<file path="config.mk">
export PLATFORM = sky130hd
export DESIGN_NAME = segment_allocator_best_worst_fit_unit_flat
export DESIGN_NICKNAME = d
export VERILOG_FILES = /design/src/hw/rtl/sabw_pkg.sv /design/src/hw/rtl/sabw_if.sv /design/src/hw/rtl/segment_allocator_best_worst_fit_unit.sv /design/src/hw/rtl/sabw_ram.sv /design/src/hw/rtl/sabw_dp.sv /design/src/hw/rtl/sabw_ctl.sv /design/src/flat_wrapper.sv
export SDC_FILE = /design/constraint.sdc
export NUM_CORES = 2
export LEC_CHECK = 0
export BUFFER_PORTS_ARGS = -buffer_cell sky130_fd_sc_hd__buf_2
export CORE_MARGIN = 8
export CORE_UTILIZATION = 49
export CTS_BUF_LIST = sky130_fd_sc_hd__clkbuf_16
export CTS_CLUSTER_DIAMETER = 50
export CTS_CLUSTER_SIZE = 30
export DETAILED_ROUTE_END_ITERATION = 12
export GPL_ROUTABILITY_DRIVEN = 1
export SYNTH_ARGS = -nofsm -noshare
export SYNTH_HDL_FRONTEND = slang
export SYNTH_HIERARCHICAL = 1
export SYNTH_SLANG_ARGS = --single-unit
</file>
<file path="constraint.sdc">
create_clock -name clk -period 15.3 [get_ports clk]
set_input_delay 2.295 -clock clk [delete_from_list [all_inputs] [get_ports clk]]
set_output_delay 2.295 -clock clk [all_outputs]
set_load 0.05 [all_outputs]
</file>
<file path="src/hw/rtl/sabw_pkg.sv">
// ---------------------------------------------------------------------------
// sabw_pkg
// Types and constants shared by the segment allocator modules.
// ---------------------------------------------------------------------------
package sabw_pkg;

	// Field widths fixed by the item formats.
	localparam int OFS_W    = 16;
	localparam int LEN_W    = 17;
	localparam int BYTES_W  = 22;
	localparam int WB_W     = 7;
	localparam int WORDS_W  = 23;
	localparam int DCNT_W   = 5;
	localparam int CIDX_W   = 2;

	// Length of a freshly reset table.
	localparam logic [LEN_W-1:0] FULL_REGION = 17'h10000;

	// Configuration register indexes.
	localparam logic [CIDX_W-1:0] REG_FIT_MODE     = 2'd0;
	localparam logic [CIDX_W-1:0] REG_WORD_BYTES   = 2'd1;
	localparam logic [CIDX_W-1:0] REG_REGION_WORDS = 2'd2;

	// Operation codes.
	typedef enum logic [1:0] {
		OP_ALLOC = 2'd0,
		OP_FREE  = 2'd1,
		OP_INIT  = 2'd2,
		OP_NONE  = 2'd3
	} op_t;

	// Result status codes.
	typedef enum logic [1:0] {
		RES_DONE   = 2'd0,
		RES_NOFIT  = 2'd1,
		RES_FULL   = 2'd2,
		RES_BADOFS = 2'd3
	} res_t;

	// One table entry as stored in the segment memory.
	typedef struct packed {
		logic             used;
		logic [LEN_W-1:0] len;
		logic [OFS_W-1:0] start;
	} entry_t;

	// Datapath commands issued by the controller.
	typedef enum logic [4:0] {
		CMD_NOP,
		CMD_TAKE,
		CMD_RST_LOAD,
		CMD_TBL_LOAD,
		CMD_DIV_LOAD,
		CMD_DIV_STEP,
		CMD_WORDS,
		CMD_SCAN_LOAD,
		CMD_SCAN_STEP,
		CMD_SHUP_LOAD,
		CMD_SHUP_STEP,
		CMD_WR_TAIL,
		CMD_WR_HEAD,
		CMD_NEXT_RD,
		CMD_NEXT_CAP,
		CMD_MERGE_WR,
		CMD_SHDN_STEP,
		CMD_RESULT
	} cmd_t;

	typedef struct packed {
		cmd_t cmd;
		res_t code;
	} ctl_cmd_t;

	typedef struct packed {
		op_t  op;
		logic in_valid;
		logic bytes_zero;
		logic region_bad;
		logic div_done;
		logic scan_done;
		logic found;
		logic need_split;
		logic tbl_full;
		logic shup_done;
		logic shdn_done;
		logic merge_none;
		logic out_free;
	} dp_stat_t;

endpackage

</file>
<file path="src/hw/rtl/sabw_if.sv">
// ---------------------------------------------------------------------------
// sabw_if
// Channel interfaces of the segment allocator: request, response, config.
// ---------------------------------------------------------------------------
interface sabw_req_if;
	logic        valid;
	logic        ready;
	logic [1:0]  op;
	logic [21:0] size_bytes;
	logic [15:0] free_offset;
	modport source (output valid, output op, output size_bytes, output free_offset,
		input ready);
	modport sink (input valid, input op, input size_bytes, input free_offset,
		output ready);
endinterface

interface sabw_rsp_if;
	logic        valid;
	logic        ready;
	logic [1:0]  status;
	logic [15:0] word_offset;
	modport source (output valid, output status, output word_offset, input ready);
	modport sink (input valid, input status, input word_offset, output ready);
endinterface

interface sabw_cfg_if;
	logic        valid;
	logic        ready;
	logic [1:0]  index;
	logic [16:0] data;
	modport source (output valid, output index, output data, input ready);
	modport sink (input valid, input index, input data, output ready);
endinterface

</file>
<file path="src/hw/rtl/segment_allocator_best_worst_fit_unit.sv">
// ---------------------------------------------------------------------------
// segment_allocator_best_worst_fit_unit
// Word-granular segment allocator with best-fit or worst-fit placement.
// ---------------------------------------------------------------------------
// The block takes one request at a time and returns one response beat per
// request. An allocate runs the bit-serial byte-to-word divider, scans the
// table through the single read port of the segment memory, and moves
// entries one slot up when the chosen segment is split. A free scans the
// table, merges the freed segment with its free neighbors and then moves
// entries down; initialize and unknown operations go straight to the
// response. After reset the block loads the first table entry before it
// takes a request. Configuration writes are always accepted.
module segment_allocator_best_worst_fit_unit import sabw_pkg::*; #(
	parameter int MAX_SEGMENTS = 64
) (
	input  logic       clk,
	input  logic       arst_n,
	sabw_req_if.sink   req,
	sabw_rsp_if.source rsp,
	sabw_cfg_if.sink   cfg
);

	ctl_cmd_t ctl;
	dp_stat_t stat;

	sabw_ctl u_ctl (
		.clk    (clk),
		.arst_n (arst_n),
		.stat   (stat),
		.ctl    (ctl)
	);

	sabw_dp #(.MAX_SEGMENTS(MAX_SEGMENTS)) u_dp (
		.clk    (clk),
		.arst_n (arst_n),
		.ctl    (ctl),
		.stat   (stat),
		.req    (req),
		.rsp    (rsp),
		.cfg    (cfg)
	);

	// One request is worked on at a time.
	a_one_at_a_time: assert property (@(posedge clk) disable iff (!arst_n)
		req.valid && req.ready |=> !req.ready)
		else $error("request accepted while another is in progress");

	// A result load with a free output register shows up as a response beat.
	a_result_shown: assert property (@(posedge clk) disable iff (!arst_n)
		ctl.cmd == CMD_RESULT && stat.out_free |=> rsp.valid)
		else $error("result not presented");

	// A split never grows a full table.
	a_no_overflow: assert property (@(posedge clk) disable iff (!arst_n)
		!(ctl.cmd == CMD_WR_TAIL && stat.tbl_full))
		else $error("segment table overflow");

endmodule

</file>
<file path="src/hw/rtl/sabw_ram.sv">
// ---------------------------------------------------------------------------
// sabw_ram
// Generic single-write, single-read RAM with registered read data.
// ---------------------------------------------------------------------------
module sabw_ram #(
	parameter int WIDTH = 34,
	parameter int DEPTH = 64
) (
	input  logic                     clk,
	input  logic                     we,
	input  logic [$clog2(DEPTH)-1:0] waddr,
	input  logic [WIDTH-1:0]         wdata,
	input  logic [$clog2(DEPTH)-1:0] raddr,
	output logic [WIDTH-1:0]         rdata
);

	logic [WIDTH-1:0] mem_q [DEPTH];

	// Write port and registered read port.
	always_ff @(posedge clk) begin
		if (we) begin
			mem_q[waddr] <= wdata;
		end
		rdata <= mem_q[raddr];
	end

endmodule

</file>
<file path="src/hw/rtl/sabw_dp.sv">
// ---------------------------------------------------------------------------
// sabw_dp
// Allocator datapath: config registers, word divider, segment table memory,
// scan and shift address logic, and the result register.
// ---------------------------------------------------------------------------
module sabw_dp import sabw_pkg::*; #(
	parameter int MAX_SEGMENTS = 64
) (
	input  logic       clk,
	input  logic       arst_n,
	input  ctl_cmd_t   ctl,
	output dp_stat_t   stat,
	sabw_req_if.sink   req,
	sabw_rsp_if.source rsp,
	sabw_cfg_if.sink   cfg
);

	localparam int IW = $clog2(MAX_SEGMENTS);
	localparam int CW = $clog2(MAX_SEGMENTS + 1);

	// Memory port signals.
	entry_t          rdata, wdata;
	logic            we;
	logic [IW-1:0]   waddr, raddr;

	// Configuration.
	logic             fit_q;
	logic [WB_W-1:0]  wb_q;
	logic [LEN_W-1:0] region_q;

	// Item and table control.
	op_t                op_q;
	logic [BYTES_W-1:0] bytes_q;
	logic [OFS_W-1:0]   offset_q;
	logic [CW-1:0]      count_q;

	// Divider.
	logic [BYTES_W-1:0] dvd_q;
	logic [WB_W-1:0]    rem_q;
	logic [DCNT_W-1:0]  dcnt_q;
	logic [WORDS_W-1:0] words_q;
	logic [WB_W-1:0]    divisor;
	logic [WB_W:0]      rem_sh, rem_nx;
	logic               rem_ge;

	// Scan and shift.
	logic [CW-1:0]    ra_q, wa_q;
	logic             rv_s1;
	logic [IW-1:0]    ev_s1;
	logic             found_q;
	logic [IW-1:0]    pick_q;
	logic [LEN_W-1:0] best_q;
	entry_t           pick_ent_q, prev_q, next_q;
	logic             next_ok_q;

	// Result register.
	logic             out_valid_q;
	res_t             out_status_q;
	logic [OFS_W-1:0] out_ofs_q;

	// Scan evaluation and merge arithmetic.
	logic             fits, better, prev_ok, ra_lt_cnt, shup_go;
	logic [LEN_W-1:0] left, merged_len;
	logic [IW-1:0]    p_idx;
	logic [CW-1:0]    s_idx, d_idx, r_cnt;
	entry_t           merged;

	sabw_ram #(.WIDTH($bits(entry_t)), .DEPTH(MAX_SEGMENTS)) u_ram (
		.clk   (clk),
		.we    (we),
		.waddr (waddr),
		.wdata (wdata),
		.raddr (raddr),
		.rdata (rdata)
	);

	// One restoring division step; a word size of zero counts as one.
	always_comb begin
		divisor = (wb_q == '0) ? WB_W'(1) : wb_q;
		rem_sh  = {rem_q, dvd_q[BYTES_W-1]};
		rem_ge  = rem_sh >= {1'b0, divisor};
		rem_nx  = rem_ge ? (rem_sh - {1'b0, divisor}) : rem_sh;
	end

	// Fit test of the entry now on the read port.
	always_comb begin
		fits   = !rdata.used && ({{(WORDS_W-LEN_W){1'b0}}, rdata.len} >= words_q);
		left   = rdata.len - words_q[LEN_W-1:0];
		better = !found_q || (fit_q ? (left > best_q) : (left < best_q));
	end

	// Merge of a freed segment with its free neighbors.
	always_comb begin
		prev_ok    = (pick_q != '0) && !prev_q.used;
		p_idx      = prev_ok ? (pick_q - IW'(1)) : pick_q;
		d_idx      = CW'(p_idx) + CW'(1);
		s_idx      = CW'(pick_q) + CW'(1) + CW'(next_ok_q);
		r_cnt      = s_idx - d_idx;
		merged_len = pick_ent_q.len + (next_ok_q ? next_q.len : '0)
			+ (prev_ok ? prev_q.len : '0);
		merged.used  = 1'b0;
		merged.len   = merged_len;
		merged.start = prev_ok ? prev_q.start : pick_ent_q.start;
		ra_lt_cnt  = ra_q < count_q;
		shup_go    = ra_q > CW'(pick_q);
	end

	// Memory address and write selection per command.
	always_comb begin
		we    = 1'b0;
		waddr = '0;
		wdata = '0;
		raddr = ra_q[IW-1:0];
		case (ctl.cmd)
			CMD_RST_LOAD: begin
				we         = 1'b1;
				wdata.len  = FULL_REGION;
			end
			CMD_TBL_LOAD: begin
				we         = 1'b1;
				wdata.len  = region_q;
			end
			CMD_SHUP_STEP: begin
				we    = rv_s1;
				waddr = ev_s1 + IW'(1);
				wdata = rdata;
			end
			CMD_WR_TAIL: begin
				we          = 1'b1;
				waddr       = pick_q + IW'(1);
				wdata.len   = pick_ent_q.len - words_q[LEN_W-1:0];
				wdata.start = pick_ent_q.start + words_q[OFS_W-1:0];
			end
			CMD_WR_HEAD: begin
				we          = 1'b1;
				waddr       = pick_q;
				wdata.used  = 1'b1;
				wdata.len   = words_q[LEN_W-1:0];
				wdata.start = pick_ent_q.start;
			end
			CMD_NEXT_RD: begin
				raddr = pick_q + IW'(1);
			end
			CMD_MERGE_WR: begin
				we    = 1'b1;
				waddr = p_idx;
				wdata = merged;
			end
			CMD_SHDN_STEP: begin
				we    = rv_s1;
				waddr = wa_q[IW-1:0];
				wdata = rdata;
			end
			default: begin
				we = 1'b0;
			end
		endcase
	end

	// Configuration writes; the port never stalls.
	always_ff @(posedge clk or negedge arst_n) begin
		if (!arst_n) begin
			fit_q    <= 1'b0;
			wb_q     <= WB_W'(2);
			region_q <= FULL_REGION;
		end else if (cfg.valid) begin
			case (cfg.index)
				REG_FIT_MODE:     fit_q    <= cfg.data[0];
				REG_WORD_BYTES:   wb_q     <= cfg.data[WB_W-1:0];
				REG_REGION_WORDS: region_q <= cfg.data;
				default:          fit_q    <= fit_q;
			endcase
		end
	end

	// Control state of the datapath.
	always_ff @(posedge clk or negedge arst_n) begin
		if (!arst_n) begin
			count_q     <= CW'(1);
			dcnt_q      <= '0;
			ra_q        <= '0;
			wa_q        <= '0;
			rv_s1       <= 1'b0;
			found_q     <= 1'b0;
			out_valid_q <= 1'b0;
		end else begin
			if (out_valid_q && rsp.ready) begin
				out_valid_q <= 1'b0;
			end
			case (ctl.cmd)
				CMD_RST_LOAD, CMD_TBL_LOAD: begin
					count_q <= CW'(1);
				end
				CMD_DIV_LOAD: begin
					dcnt_q <= DCNT_W'(BYTES_W);
				end
				CMD_DIV_STEP: begin
					if (dcnt_q != '0) begin
						dcnt_q <= dcnt_q - DCNT_W'(1);
					end
				end
				CMD_SCAN_LOAD: begin
					ra_q    <= '0;
					rv_s1   <= 1'b0;
					found_q <= 1'b0;
				end
				CMD_SCAN_STEP: begin
					rv_s1 <= ra_lt_cnt;
					if (ra_lt_cnt) begin
						ra_q <= ra_q + CW'(1);
					end
					if (rv_s1) begin
						if (op_q == OP_FREE) begin
							if (!found_q && rdata.start == offset_q) begin
								found_q <= 1'b1;
							end
						end else if (fits && better) begin
							found_q <= 1'b1;
						end
					end
				end
				CMD_SHUP_LOAD: begin
					ra_q  <= count_q - CW'(1);
					rv_s1 <= 1'b0;
				end
				CMD_SHUP_STEP: begin
					rv_s1 <= shup_go;
					if (shup_go) begin
						ra_q <= ra_q - CW'(1);
					end
				end
				CMD_WR_TAIL: begin
					count_q <= count_q + CW'(1);
				end
				CMD_MERGE_WR: begin
					ra_q  <= s_idx;
					wa_q  <= d_idx;
					rv_s1 <= 1'b0;
				end
				CMD_SHDN_STEP: begin
					rv_s1 <= ra_lt_cnt;
					if (ra_lt_cnt) begin
						ra_q <= ra_q + CW'(1);
					end
					if (rv_s1) begin
						wa_q <= wa_q + CW'(1);
					end
					if (!ra_lt_cnt && !rv_s1) begin
						count_q <= count_q - r_cnt;
					end
				end
				CMD_RESULT: begin
					if (!out_valid_q || rsp.ready) begin
						out_valid_q <= 1'b1;
					end
				end
				default: begin
					rv_s1 <= rv_s1;
				end
			endcase
		end
	end

	// Payload registers.
	always_ff @(posedge clk) begin
		case (ctl.cmd)
			CMD_TAKE: begin
				if (req.valid) begin
					op_q     <= op_t'(req.op);
					bytes_q  <= req.size_bytes;
					offset_q <= req.free_offset;
				end
			end
			CMD_DIV_LOAD: begin
				dvd_q <= bytes_q;
				rem_q <= '0;
			end
			CMD_DIV_STEP: begin
				if (dcnt_q != '0) begin
					rem_q <= rem_nx[WB_W-1:0];
					dvd_q <= {dvd_q[BYTES_W-2:0], rem_ge};
				end
			end
			CMD_WORDS: begin
				words_q <= {1'b0, dvd_q} + WORDS_W'(rem_q != '0);
			end
			CMD_SCAN_STEP: begin
				ev_s1 <= ra_q[IW-1:0];
				if (rv_s1) begin
					if (op_q == OP_FREE) begin
						if (!found_q) begin
							if (rdata.start == offset_q) begin
								pick_q     <= ev_s1;
								pick_ent_q <= rdata;
							end else begin
								prev_q <= rdata;
							end
						end
					end else if (fits && better) begin
						pick_q     <= ev_s1;
						pick_ent_q <= rdata;
						best_q     <= left;
					end
				end
			end
			CMD_SHUP_STEP: begin
				ev_s1 <= ra_q[IW-1:0];
			end
			CMD_NEXT_CAP: begin
				next_q    <= rdata;
				next_ok_q <= ((CW'(pick_q) + CW'(1)) < count_q) && !rdata.used;
			end
			CMD_RESULT: begin
				if (!out_valid_q || rsp.ready) begin
					out_status_q <= ctl.code;
					out_ofs_q    <= (ctl.code == RES_DONE && op_q == OP_ALLOC) ?
						pick_ent_q.start : '0;
				end
			end
			default: begin
				ev_s1 <= ev_s1;
			end
		endcase
	end

	// Handshake outputs and status to the controller.
	always_comb begin
		req.ready       = ctl.cmd == CMD_TAKE;
		cfg.ready       = 1'b1;
		rsp.valid       = out_valid_q;
		rsp.status      = out_status_q;
		rsp.word_offset = out_ofs_q;

		stat.op         = op_q;
		stat.in_valid   = req.valid;
		stat.bytes_zero = bytes_q == '0;
		stat.region_bad = (region_q == '0) || (region_q > FULL_REGION);
		stat.div_done   = dcnt_q == '0;
		stat.scan_done  = !ra_lt_cnt && !rv_s1;
		stat.found      = found_q;
		stat.need_split = {{(WORDS_W-LEN_W){1'b0}}, pick_ent_q.len} > words_q;
		stat.tbl_full   = count_q == CW'(MAX_SEGMENTS);
		stat.shup_done  = !shup_go && !rv_s1;
		stat.shdn_done  = !ra_lt_cnt && !rv_s1;
		stat.merge_none = r_cnt == '0;
		stat.out_free   = !out_valid_q || rsp.ready;
	end

endmodule

</file>
<file path="src/hw/rtl/sabw_ctl.sv">
// ---------------------------------------------------------------------------
// sabw_ctl
// Allocator controller: sequences divide, scan, shift and write phases and
// picks the result code.
// ---------------------------------------------------------------------------
module sabw_ctl import sabw_pkg::*; (
	input  logic     clk,
	input  logic     arst_n,
	input  dp_stat_t stat,
	output ctl_cmd_t ctl
);

	typedef enum logic [16:0] {
		S_RST   = 17'd1,
		S_IDLE  = 17'd2,
		S_DISP  = 17'd4,
		S_DIV   = 17'd8,
		S_WORDS = 17'd16,
		S_SCAN0 = 17'd32,
		S_SCAN  = 17'd64,
		S_ADEC  = 17'd128,
		S_SHUP0 = 17'd256,
		S_SHUP  = 17'd512,
		S_WTAIL = 17'd1024,
		S_WHEAD = 17'd2048,
		S_FRD   = 17'd4096,
		S_FCAP  = 17'd8192,
		S_FMRG  = 17'd16384,
		S_SHDN  = 17'd32768,
		S_RESP  = 17'd65536
	} state_t;

	state_t state_q, state_d;
	res_t   code_q, code_d;

	// Next state, command and result code.
	always_comb begin
		state_d  = state_q;
		code_d   = code_q;
		ctl.cmd  = CMD_NOP;
		ctl.code = code_q;
		case (state_q)
			S_RST: begin
				ctl.cmd = CMD_RST_LOAD;
				state_d = S_IDLE;
			end
			S_IDLE: begin
				ctl.cmd = CMD_TAKE;
				if (stat.in_valid) begin
					state_d = S_DISP;
				end
			end
			S_DISP: begin
				case (stat.op)
					OP_ALLOC: begin
						if (stat.bytes_zero) begin
							code_d  = RES_NOFIT;
							state_d = S_RESP;
						end else begin
							ctl.cmd = CMD_DIV_LOAD;
							state_d = S_DIV;
						end
					end
					OP_FREE: begin
						state_d = S_SCAN0;
					end
					OP_INIT: begin
						if (stat.region_bad) begin
							code_d = RES_NOFIT;
						end else begin
							ctl.cmd = CMD_TBL_LOAD;
							code_d  = RES_DONE;
						end
						state_d = S_RESP;
					end
					default: begin
						code_d  = RES_DONE;
						state_d = S_RESP;
					end
				endcase
			end
			S_DIV: begin
				ctl.cmd = CMD_DIV_STEP;
				if (stat.div_done) begin
					state_d = S_WORDS;
				end
			end
			S_WORDS: begin
				ctl.cmd = CMD_WORDS;
				state_d = S_SCAN0;
			end
			S_SCAN0: begin
				ctl.cmd = CMD_SCAN_LOAD;
				state_d = S_SCAN;
			end
			S_SCAN: begin
				ctl.cmd = CMD_SCAN_STEP;
				if (stat.scan_done) begin
					if (stat.op == OP_ALLOC) begin
						state_d = S_ADEC;
					end else if (stat.found) begin
						state_d = S_FRD;
					end else begin
						code_d  = RES_BADOFS;
						state_d = S_RESP;
					end
				end
			end
			// Allocation decision after the scan.
			S_ADEC: begin
				if (!stat.found) begin
					code_d  = RES_NOFIT;
					state_d = S_RESP;
				end else if (!stat.need_split) begin
					state_d = S_WHEAD;
				end else if (stat.tbl_full) begin
					code_d  = RES_FULL;
					state_d = S_RESP;
				end else begin
					state_d = S_SHUP0;
				end
			end
			S_SHUP0: begin
				ctl.cmd = CMD_SHUP_LOAD;
				state_d = S_SHUP;
			end
			S_SHUP: begin
				ctl.cmd = CMD_SHUP_STEP;
				if (stat.shup_done) begin
					state_d = S_WTAIL;
				end
			end
			S_WTAIL: begin
				ctl.cmd = CMD_WR_TAIL;
				state_d = S_WHEAD;
			end
			S_WHEAD: begin
				ctl.cmd = CMD_WR_HEAD;
				code_d  = RES_DONE;
				state_d = S_RESP;
			end
			S_FRD: begin
				ctl.cmd = CMD_NEXT_RD;
				state_d = S_FCAP;
			end
			S_FCAP: begin
				ctl.cmd = CMD_NEXT_CAP;
				state_d = S_FMRG;
			end
			S_FMRG: begin
				ctl.cmd = CMD_MERGE_WR;
				code_d  = RES_DONE;
				state_d = stat.merge_none ? S_RESP : S_SHDN;
			end
			S_SHDN: begin
				ctl.cmd = CMD_SHDN_STEP;
				if (stat.shdn_done) begin
					state_d = S_RESP;
				end
			end
			S_RESP: begin
				ctl.cmd = CMD_RESULT;
				if (stat.out_free) begin
					state_d = S_IDLE;
				end
			end
			default: begin
				state_d = S_RST;
			end
		endcase
	end

	// State registers.
	always_ff @(posedge clk or negedge arst_n) begin
		if (!arst_n) begin
			state_q <= S_RST;
			code_q  <= RES_DONE;
		end else begin
			state_q <= state_d;
			code_q  <= code_d;
		end
	end

endmodule
</file>
<file path="src/flat_wrapper.sv">
// flat-port wrapper written by rule: the top's interface ports become plain ports
module segment_allocator_best_worst_fit_unit_flat import sabw_pkg::*;
#(
	parameter int MAX_SEGMENTS = 64
)
  (clk, arst_n, req_valid, req_op, req_size_bytes, req_free_offset, req_ready, rsp_valid, rsp_status, rsp_word_offset, rsp_ready, cfg_valid, cfg_index, cfg_data, cfg_ready);
  sabw_req_if req_i ();
  sabw_rsp_if rsp_i ();
  sabw_cfg_if cfg_i ();
  input  logic clk;
  input  logic arst_n;
  input wire logic [$bits(req_i.valid)-1:0] req_valid;
  input wire logic [$bits(req_i.op)-1:0] req_op;
  input wire logic [$bits(req_i.size_bytes)-1:0] req_size_bytes;
  input wire logic [$bits(req_i.free_offset)-1:0] req_free_offset;
  output wire logic [$bits(req_i.ready)-1:0] req_ready;
  output wire logic [$bits(rsp_i.valid)-1:0] rsp_valid;
  output wire logic [$bits(rsp_i.status)-1:0] rsp_status;
  output wire logic [$bits(rsp_i.word_offset)-1:0] rsp_word_offset;
  input wire logic [$bits(rsp_i.ready)-1:0] rsp_ready;
  input wire logic [$bits(cfg_i.valid)-1:0] cfg_valid;
  input wire logic [$bits(cfg_i.index)-1:0] cfg_index;
  input wire logic [$bits(cfg_i.data)-1:0] cfg_data;
  output wire logic [$bits(cfg_i.ready)-1:0] cfg_ready;
  assign req_i.valid = req_valid;
  assign req_i.op = req_op;
  assign req_i.size_bytes = req_size_bytes;
  assign req_i.free_offset = req_free_offset;
  assign req_ready = req_i.ready;
  assign rsp_valid = rsp_i.valid;
  assign rsp_status = rsp_i.status;
  assign rsp_word_offset = rsp_i.word_offset;
  assign rsp_i.ready = rsp_ready;
  assign cfg_i.valid = cfg_valid;
  assign cfg_i.index = cfg_index;
  assign cfg_i.data = cfg_data;
  assign cfg_ready = cfg_i.ready;
  segment_allocator_best_worst_fit_unit #(.MAX_SEGMENTS(MAX_SEGMENTS)) u_core (.clk(clk), .arst_n(arst_n), .req(req_i), .rsp(rsp_i), .cfg(cfg_i));
endmodule
</file>
* After elaboration in Yosys (flattened, before gate mapping)
Memory sizes are Yosys's and may differ from the RTL's. A register that Yosys moved wholly into a read port is not among the register bits.
Cells that the tools add are included.
** Word-level totals
- Memories :: 1
- Flip-flop bits (word level) :: 297
- Bits of input ports :: 64
- Latch bits :: 0
- RAM bits :: 2176
- Bits in read-only memories :: 0
** Memory list
- u_core.u_dp.u_ram.mem_q :: words 64, width 34, rd ports 1, clocked after memory_dff 1, wr ports 1, RTL line sabw_ram.sv:17 : logic [WIDTH-1:0] mem_q [DEPTH];
** Cells by class
- Multipliers :: 0
- Bitwise operators :: 3
- $lt $le $gt $ge :: 9
- Equal/unequal tests :: 62
- Multiplexer cells :: 74
- Add/sub/neg operators :: 21
- Reductions and logical operators :: 60
- Shift operators :: 0
- Div/mod/pow operators :: 0
** Operator list (count)
- 17-bit case mux with 17 select lines :: 1
- 17-bit 2-to-1 mux :: 15
- 33-bit 2-to-1 mux :: 4
- 17-bit case mux with 6 select lines :: 1
- 5-bit case mux with 16 select lines :: 1
- 16-bit case mux with 4 select lines :: 1
- 7-bit 2-to-1 mux :: 7
- 22-bit case mux with 2 select lines :: 1
- 5-bit by 4-bit equality test with 1-bit output (second input constant) :: 8
- 6-bit 2-to-1 mux :: 6
- 7-bit case mux with 5 select lines :: 1
- 17-bit adder :: 2
- 17-bit case mux with 2 select lines :: 1
- 17-bit subtractor :: 2
- 6-bit case mux with 5 select lines :: 1
- 7-bit case mux with 2 select lines :: 2
- 22-bit by 1-bit adder with 23-bit output :: 1
- 17-bit by 23-bit >= comparator with 1-bit output :: 1
- 17-bit by 23-bit greater-than comparator with 1-bit output :: 1
- 22-bit zero test :: 1
- 22-bit 2-to-1 mux :: 1
- 7-bit by 1-bit adder with 7-bit output (second input constant) :: 3
- 7-bit case mux with 3 select lines :: 1
- 7-bit subtractor :: 3
- 76 further kinds :: 163

* Depth between registers and ports, before layout
- Depth in word-level cells :: 10
- Gate-level depth with buffers :: 22
- Mapped depth without buffers :: 20

* By module
The synthesis kept the hierarchy.
** Modules (own cells, without submodules)
- sabw_ram :: times used 1, cells an instance 3767, sequential area each 66023.3 um^2, area an instance 83681.5 um^2
- sabw_dp :: times used 1, cells an instance 1615, sequential area each 8056.5 um^2, area an instance 17618.1 um^2
- sabw_ctl :: times used 1, cells an instance 159, sequential area each 476.7 um^2, area an instance 1511.4 um^2

* Least setup slack after synthesis
Ideal clock, no wire load.
- Path kind :: reg2reg
- From :: reg u_core.u_ctl.state_q[5]
- To :: mem u_core.u_dp.u_ram.mem_q[48][0] (enable)
- Path buffers :: 3
- Arrival time :: 6.265 ns
- Stages on the path, launching flop included :: 18
- Data required time :: 14.832 ns
- Path slack :: 8.567 ns
- Library setup time :: 0.468 ns
- Cell sequence :: dfrtp_1 > buf_2 > or4_1 > nor4_2 > nand2_1 > and4b_1 > nand3_1 > clkbuf_1 > inv_1 > nand3_1 > nor2_1 > nor2_1 > nor2_1 > a222oi_1 > o21ai_0 > clkbuf_1 > or3_1 > nor3_1
** RTL lines
- start: declaration :: RTL line sabw_ctl.sv:33 : state_t state_q, state_d;
- start signal: assignment :: RTL line sabw_ctl.sv:179 : state_q <= state_d;
- end: declaration :: RTL line sabw_ram.sv:17

==> flow_results.org <==
** Cells and area
- After the last flow step, the layout net total stands at 5970.
- Count of filler cells inserted in the layout :: 15930
- Relative to the synthesized area, the layout overhead comes to 12.40%.
- Ratio of cells with drive above 1 in the final layout :: 22.98%
- Post-layout instance area :: 115600 µm²

** Timing
- The final critical path takes up 53.67% of the cycle.
- The final count of hold timing violations is 0.
- Minimum period implied by the final worst setup slack :: 8.211 ns
- Slew @ Worst Pin :: 1.399 ns
- Final count of pins violating max slew :: 0
- Remaining max-slew budget at the tightest pin :: 5.769%
- Setup violations remaining at the end of the flow were counted as 0.
- Derived from the worst setup path, the maximum achievable clock frequency is 121.8 MHz.
- RSZ-0062 raised after global routing :: no
- Summed over all failing endpoints, the final setup total negative slack is 0 ns.
- Final setup skew :: 0.05928 ns

** Floorplanning
- Once the floorplan was initialized, standard cells occupied 49.16% of the core.
- The total area inside the core boundary comes to 209200 µm².
- 85 I/O pins were placed.
- Placement Rows :: 168
- Chip Height :: 474.1 µm
- Measured along the x axis, the die boundary spans 474.1 µm.
- DIE AREA :: 224700 µm²

** Pwr
- Across the VDD grid, the largest voltage drop is 0.1329 mV.
- Internal power comes to 0.01137 W.
- Clock share of power :: 39.2%
- Power density over cell area :: 132.3 nW/µm²
- Per report_power, the combinational group accounts for 7.8% of the total.
- Sequential cells account for 53.0% of the total power.
- For this design the static power due to leakage is 38.14 nW.
- Net load switching power :: 0.003913 W
- Net Sw Frac :: 25.60%

** Placed design
- The congestion estimate from routability-driven global placement came to 0.8940.
- After detailed placement, the total cell area comes to 107600 µm².
- Post-DP HPWL :: 169.2 mm
- During placement, the flow inserted port buffers numbering 83.

** Synth
- Synthesis warning total :: 6
- Top flip-flop cell by instance count after synthesis :: sky130_fd_sc_hd__edfxtp_1
- Post-synth ARST share :: 2.873%
- The number of nets in the synthesized netlist is 5765.
- The synthesized netlist occupies a cell area of 102800 µm².
- Synth cell types :: 102
- Area share of the leading cell type in the synthesized netlist :: 70.10%
- In the post-synthesis netlist, the cell with the most instances is sky130_fd_sc_hd__edfxtp_1.
- Most frequent cells after synthesis :: sky130_fd_sc_hd__edfxtp_1, sky130_fd_sc_hd__mux4_2, sky130_fd_sc_hd__nor2_1
- Post-synthesis instance total :: 5541
- Flip-flop and latch count after synthesis :: 2506
- Count of flip-flops with a built-in enable after synthesis :: 2400
- For this run, the register share of the synthesized area comes to 72.52%.
- Ranked by total cell area, the synthesized netlist is headed by sky130_fd_sc_hd__edfxtp_1, sky130_fd_sc_hd__mux4_2, sky130_fd_sc_hd__dfrtp_1.
- Average instance area after synthesis :: 18.55 µm²
- Biggest area consumer among synthesized cells :: sky130_fd_sc_hd__edfxtp_1

** Min path
- The worst hold path passes through 0 cells.
- Worst Hold Class :: register to register

** Setup path
- For this design, the slowest cell found on the critical path is sky130_fd_sc_hd__o21ai_4.
- Counting stages on the worst path, the most repeated cell is sky130_fd_sc_hd__nand3_1.
- On the critical path the largest part of the delay comes from simple AND/OR/NAND/NOR gates.
- Depth of the worst register-to-register path :: 17
- Register-to-register setup slack :: 7.09 ns
- CP max FO :: 70
- For this run, the slowest stage of the critical path takes 0.97 ns.
- Category of the worst setup path capture point :: register
- Counting buffers and inverters, the worst setup path is 17 cells deep.
- STA classifies the critical path startpoint as a register.
- By startpoint and endpoint, the worst setup path is classified as register to register.
- Worst endpoint data arrival time :: 8.93 ns
- List of cells traversed by the critical path :: nor4_4, nand3_1, or3_1, and4b_1, nand3_1, nand2b_1, nor2_1, nand3_1, o21ai_4, buf_4, buf_12, buf_4, mux4_2, mux2i_1, nand2_1, a21oi_1, nor2_1
- For the worst setup path, the data required time is 16.01 ns.
- Number of buffers and inverters on the critical path :: 3

** Clock tree
- TritonCTS built the clock tree.
- Number of levels in the clock H-tree :: 4
- Post-CTS Setup Inserts :: 0
- Clock tree synthesis inserted a total of 218 buffers.
- The clock net in this run drives a total of 2506 sinks.
- In this run, post-CTS repair resized a total of 0 instances.
- The number of hold buffers added after CTS was 0.
- Clk Tree Root Cell :: sky130_fd_sc_hd__clkbuf_16
- Reg clk slew, reported paths :: 0.07 ns
- No sink is reached through more buffers than the 3 on the longest clock path.
- Worst-skew pair later-pin latency :: 0.89 ns

** Detailed routing
- The detail route stage leaves a number of antenna-violating nets equal to 0.
- Residual DRC :: 0
- The final route contains 55780 vias.
- For this run, the detailed router's first-pass iteration total came to 9.
- Detailed-route vias per instance :: 6.372
- After detailed routing, the total wire length is 283.4 mm.
- After detailed routing, the average wire length per cell comes to 32.37 µm.
- The detailed router finished its first iteration with 7449 violations.

** Run status
- Result of the run :: finished, final reports clean

** Global routing
- First-pass GRT wire length :: 402.2 mm
- Vias in the first global route :: 54580
- For this run the aggregate overflow at the end of global routing stands at 0.
- Number of antenna violations at the first check in global routing :: 24
- Across every metal layer, demand over resource in global routing totals 24.79%.
- Entering global routing, the biggest net connects 126 pins.

** Run
- Across the run, the number of max-cap violations was 0.
layer usage:
layer / GRT usage, % / vias up / wire length (µm)
li1: - / 23120 / -
met1: 36.44 / 29640 / 117600
met2: 38.70 / 2612 / 131600
met3: 4.716 / 398 / 26810
met4: 6.155 / 4 / 7291
met5: 0 / - / 64
final cells by class:
type	count	area (µm²)	share of cell area, %
Clock buffer	222	5555	4.807
Clock inverter	191	2360	2.042
Antenna cell	10	25.02	0.02165
Multi-Input combinational cell	2640	27290	23.62
Sequential cell	2506	74560	64.52
Inverter	123	461.7	0.3995
Tap cell	2805	3510	3.037
Timing Repair Buffer	257	1799	1.557
registers in the layout, summed over array words and instances (netlist names), 17 cells and up:
name and count:
u_core/u_dp/words_q 23, u_core/u_dp/best_q 17, u_core/u_dp/u_ram/rdata 34, u_core/u_dp/bytes_q 22, u_core/u_dp/u_ram/mem_q 2176, u_core/u_dp/next_q 17, u_core/u_dp/dvd_q 22, u_core/u_dp/region_q 17
u_core/u_dp/pick_ent_q 33, u_core/u_dp/prev_q 34, u_core/u_ctl/state_q 17
power groups by stage:
stage	Combinational (W)	Sequential (W)	Clock (W)
2_1_floorplan	0.000764	0.00806	0
3_3_place_gp	0.00116	0.00824	0
3_5_place_dp	0.00119	0.00825	0
4_1_cts	0.00119	0.00809	0.00610
5_1_grt	0.00130	0.00810	0.00634
6_report	0.00119	0.00810	0.00599
metrics by stage:
stage	instances	setup WS, ns	total power, W	hold slack, ns	util [%]
3_5_place_dp	8331	7.019	0.009432	0.4980	51.46
2_1_floorplan	5541	8.567	0.008824	0.4472	-
4_1_cts	8744	6.987	0.01538	0.5100	55.24
6_report	8754	7.089	0.01529	0.5150	55.25
3_3_place_gp	8330	7.034	0.009406	0.4904	51.45
5_1_grt	8746	6.642	0.01574	0.5328	55.24
cells in the final DEF (no fill, tap or decap), types with 31 or more instances in the layout:
master | netlist | layout
sky130_fd_sc_hd__inv_8 | 0 | 34
sky130_fd_sc_hd__nor2_1 | 194 | 129
sky130_fd_sc_hd__nand3_1 | 141 | 140
sky130_fd_sc_hd__mux2_2 | 68 | 67
sky130_fd_sc_hd__mux2i_1 | 157 | 157
sky130_fd_sc_hd__clkbuf_16 | 0 | 222
sky130_fd_sc_hd__a21oi_1 | 108 | 106
sky130_fd_sc_hd__mux4_2 | 476 | 476
sky130_fd_sc_hd__dfrtp_1 | 68 | 68
sky130_fd_sc_hd__and3_1 | 36 | 35
sky130_fd_sc_hd__o21ai_0 | 130 | 107
sky130_fd_sc_hd__nor3_1 | 47 | 44
sky130_fd_sc_hd__a21o_1 | 39 | 38
sky130_fd_sc_hd__edfxtp_1 | 2400 | 2400
sky130_fd_sc_hd__and2_1 | 46 | 46
sky130_fd_sc_hd__inv_6 | 0 | 33
sky130_fd_sc_hd__inv_1 | 123 | 133
sky130_fd_sc_hd__buf_2 | 55 | 82
sky130_fd_sc_hd__nand2_1 | 183 | 182
sky130_fd_sc_hd__xnor2_1 | 74 | 74
sky130_fd_sc_hd__buf_4 | 37 | 169
sky130_fd_sc_hd__ha_1 | 136 | 136
sky130_fd_sc_hd__nor2_4 | 0 | 63
sky130_fd_sc_hd__a22oi_1 | 81 | 81
sky130_fd_sc_hd__o221ai_1 | 72 | 69
sky130_fd_sc_hd__o22ai_1 | 55 | 55
sky130_fd_sc_hd__xor2_1 | 52 | 52
sky130_fd_sc_hd__nand4_1 | 69 | 69
sky130_fd_sc_hd__nand2b_1 | 39 | 38
sky130_fd_sc_hd__a222oi_1 | 31 | 31
sky130_fd_sc_hd__dfxtp_1 | 34 | 34
sky130_fd_sc_hd__nor2b_1 | 42 | 37
logic make-up (layout without fill, tap and decap cells):
logic type	after synthesis	in the layout	synth area share [%]
simple gates	939	939	4.851
other cells	1	11	0.003647
compound gates	710	710	4.845
buf+inv	395	793	1.835
flops	2506	2506	72.52
mux	703	703	12.73
fa+ha+maj	160	160	2.122
xor+xnor	127	127	1.095
worst paths after layout:
path | end | start
worst min-delay path | u_core/u_dp/rsp.status[1]$_DFFE_PP_ | u_core/u_ctl/code_q[1]$_DFFE_PN0P_
worst max-delay path | u_core/u_dp/u_ram/rdata[20]$_DFF_P_ | u_core/u_ctl/state_q[3]$_DFFE_PN0P_
worst max register to register | u_core/u_dp/u_ram/rdata[20]$_DFF_P_ | u_core/u_ctl/state_q[3]$_DFFE_PN0P_
min in group asynchronous | u_core/u_dp/ra_q[2]$_DFFE_PN0P_ | arst_n
worst min register to register | u_core/u_dp/rsp.status[1]$_DFFE_PP_ | u_core/u_ctl/code_q[1]$_DFFE_PN0P_
max in group asynchronous | u_core/u_ctl/state_q[2]$_DFFE_PN0P_ | arst_n
Power figures use the tool's default switching activity.
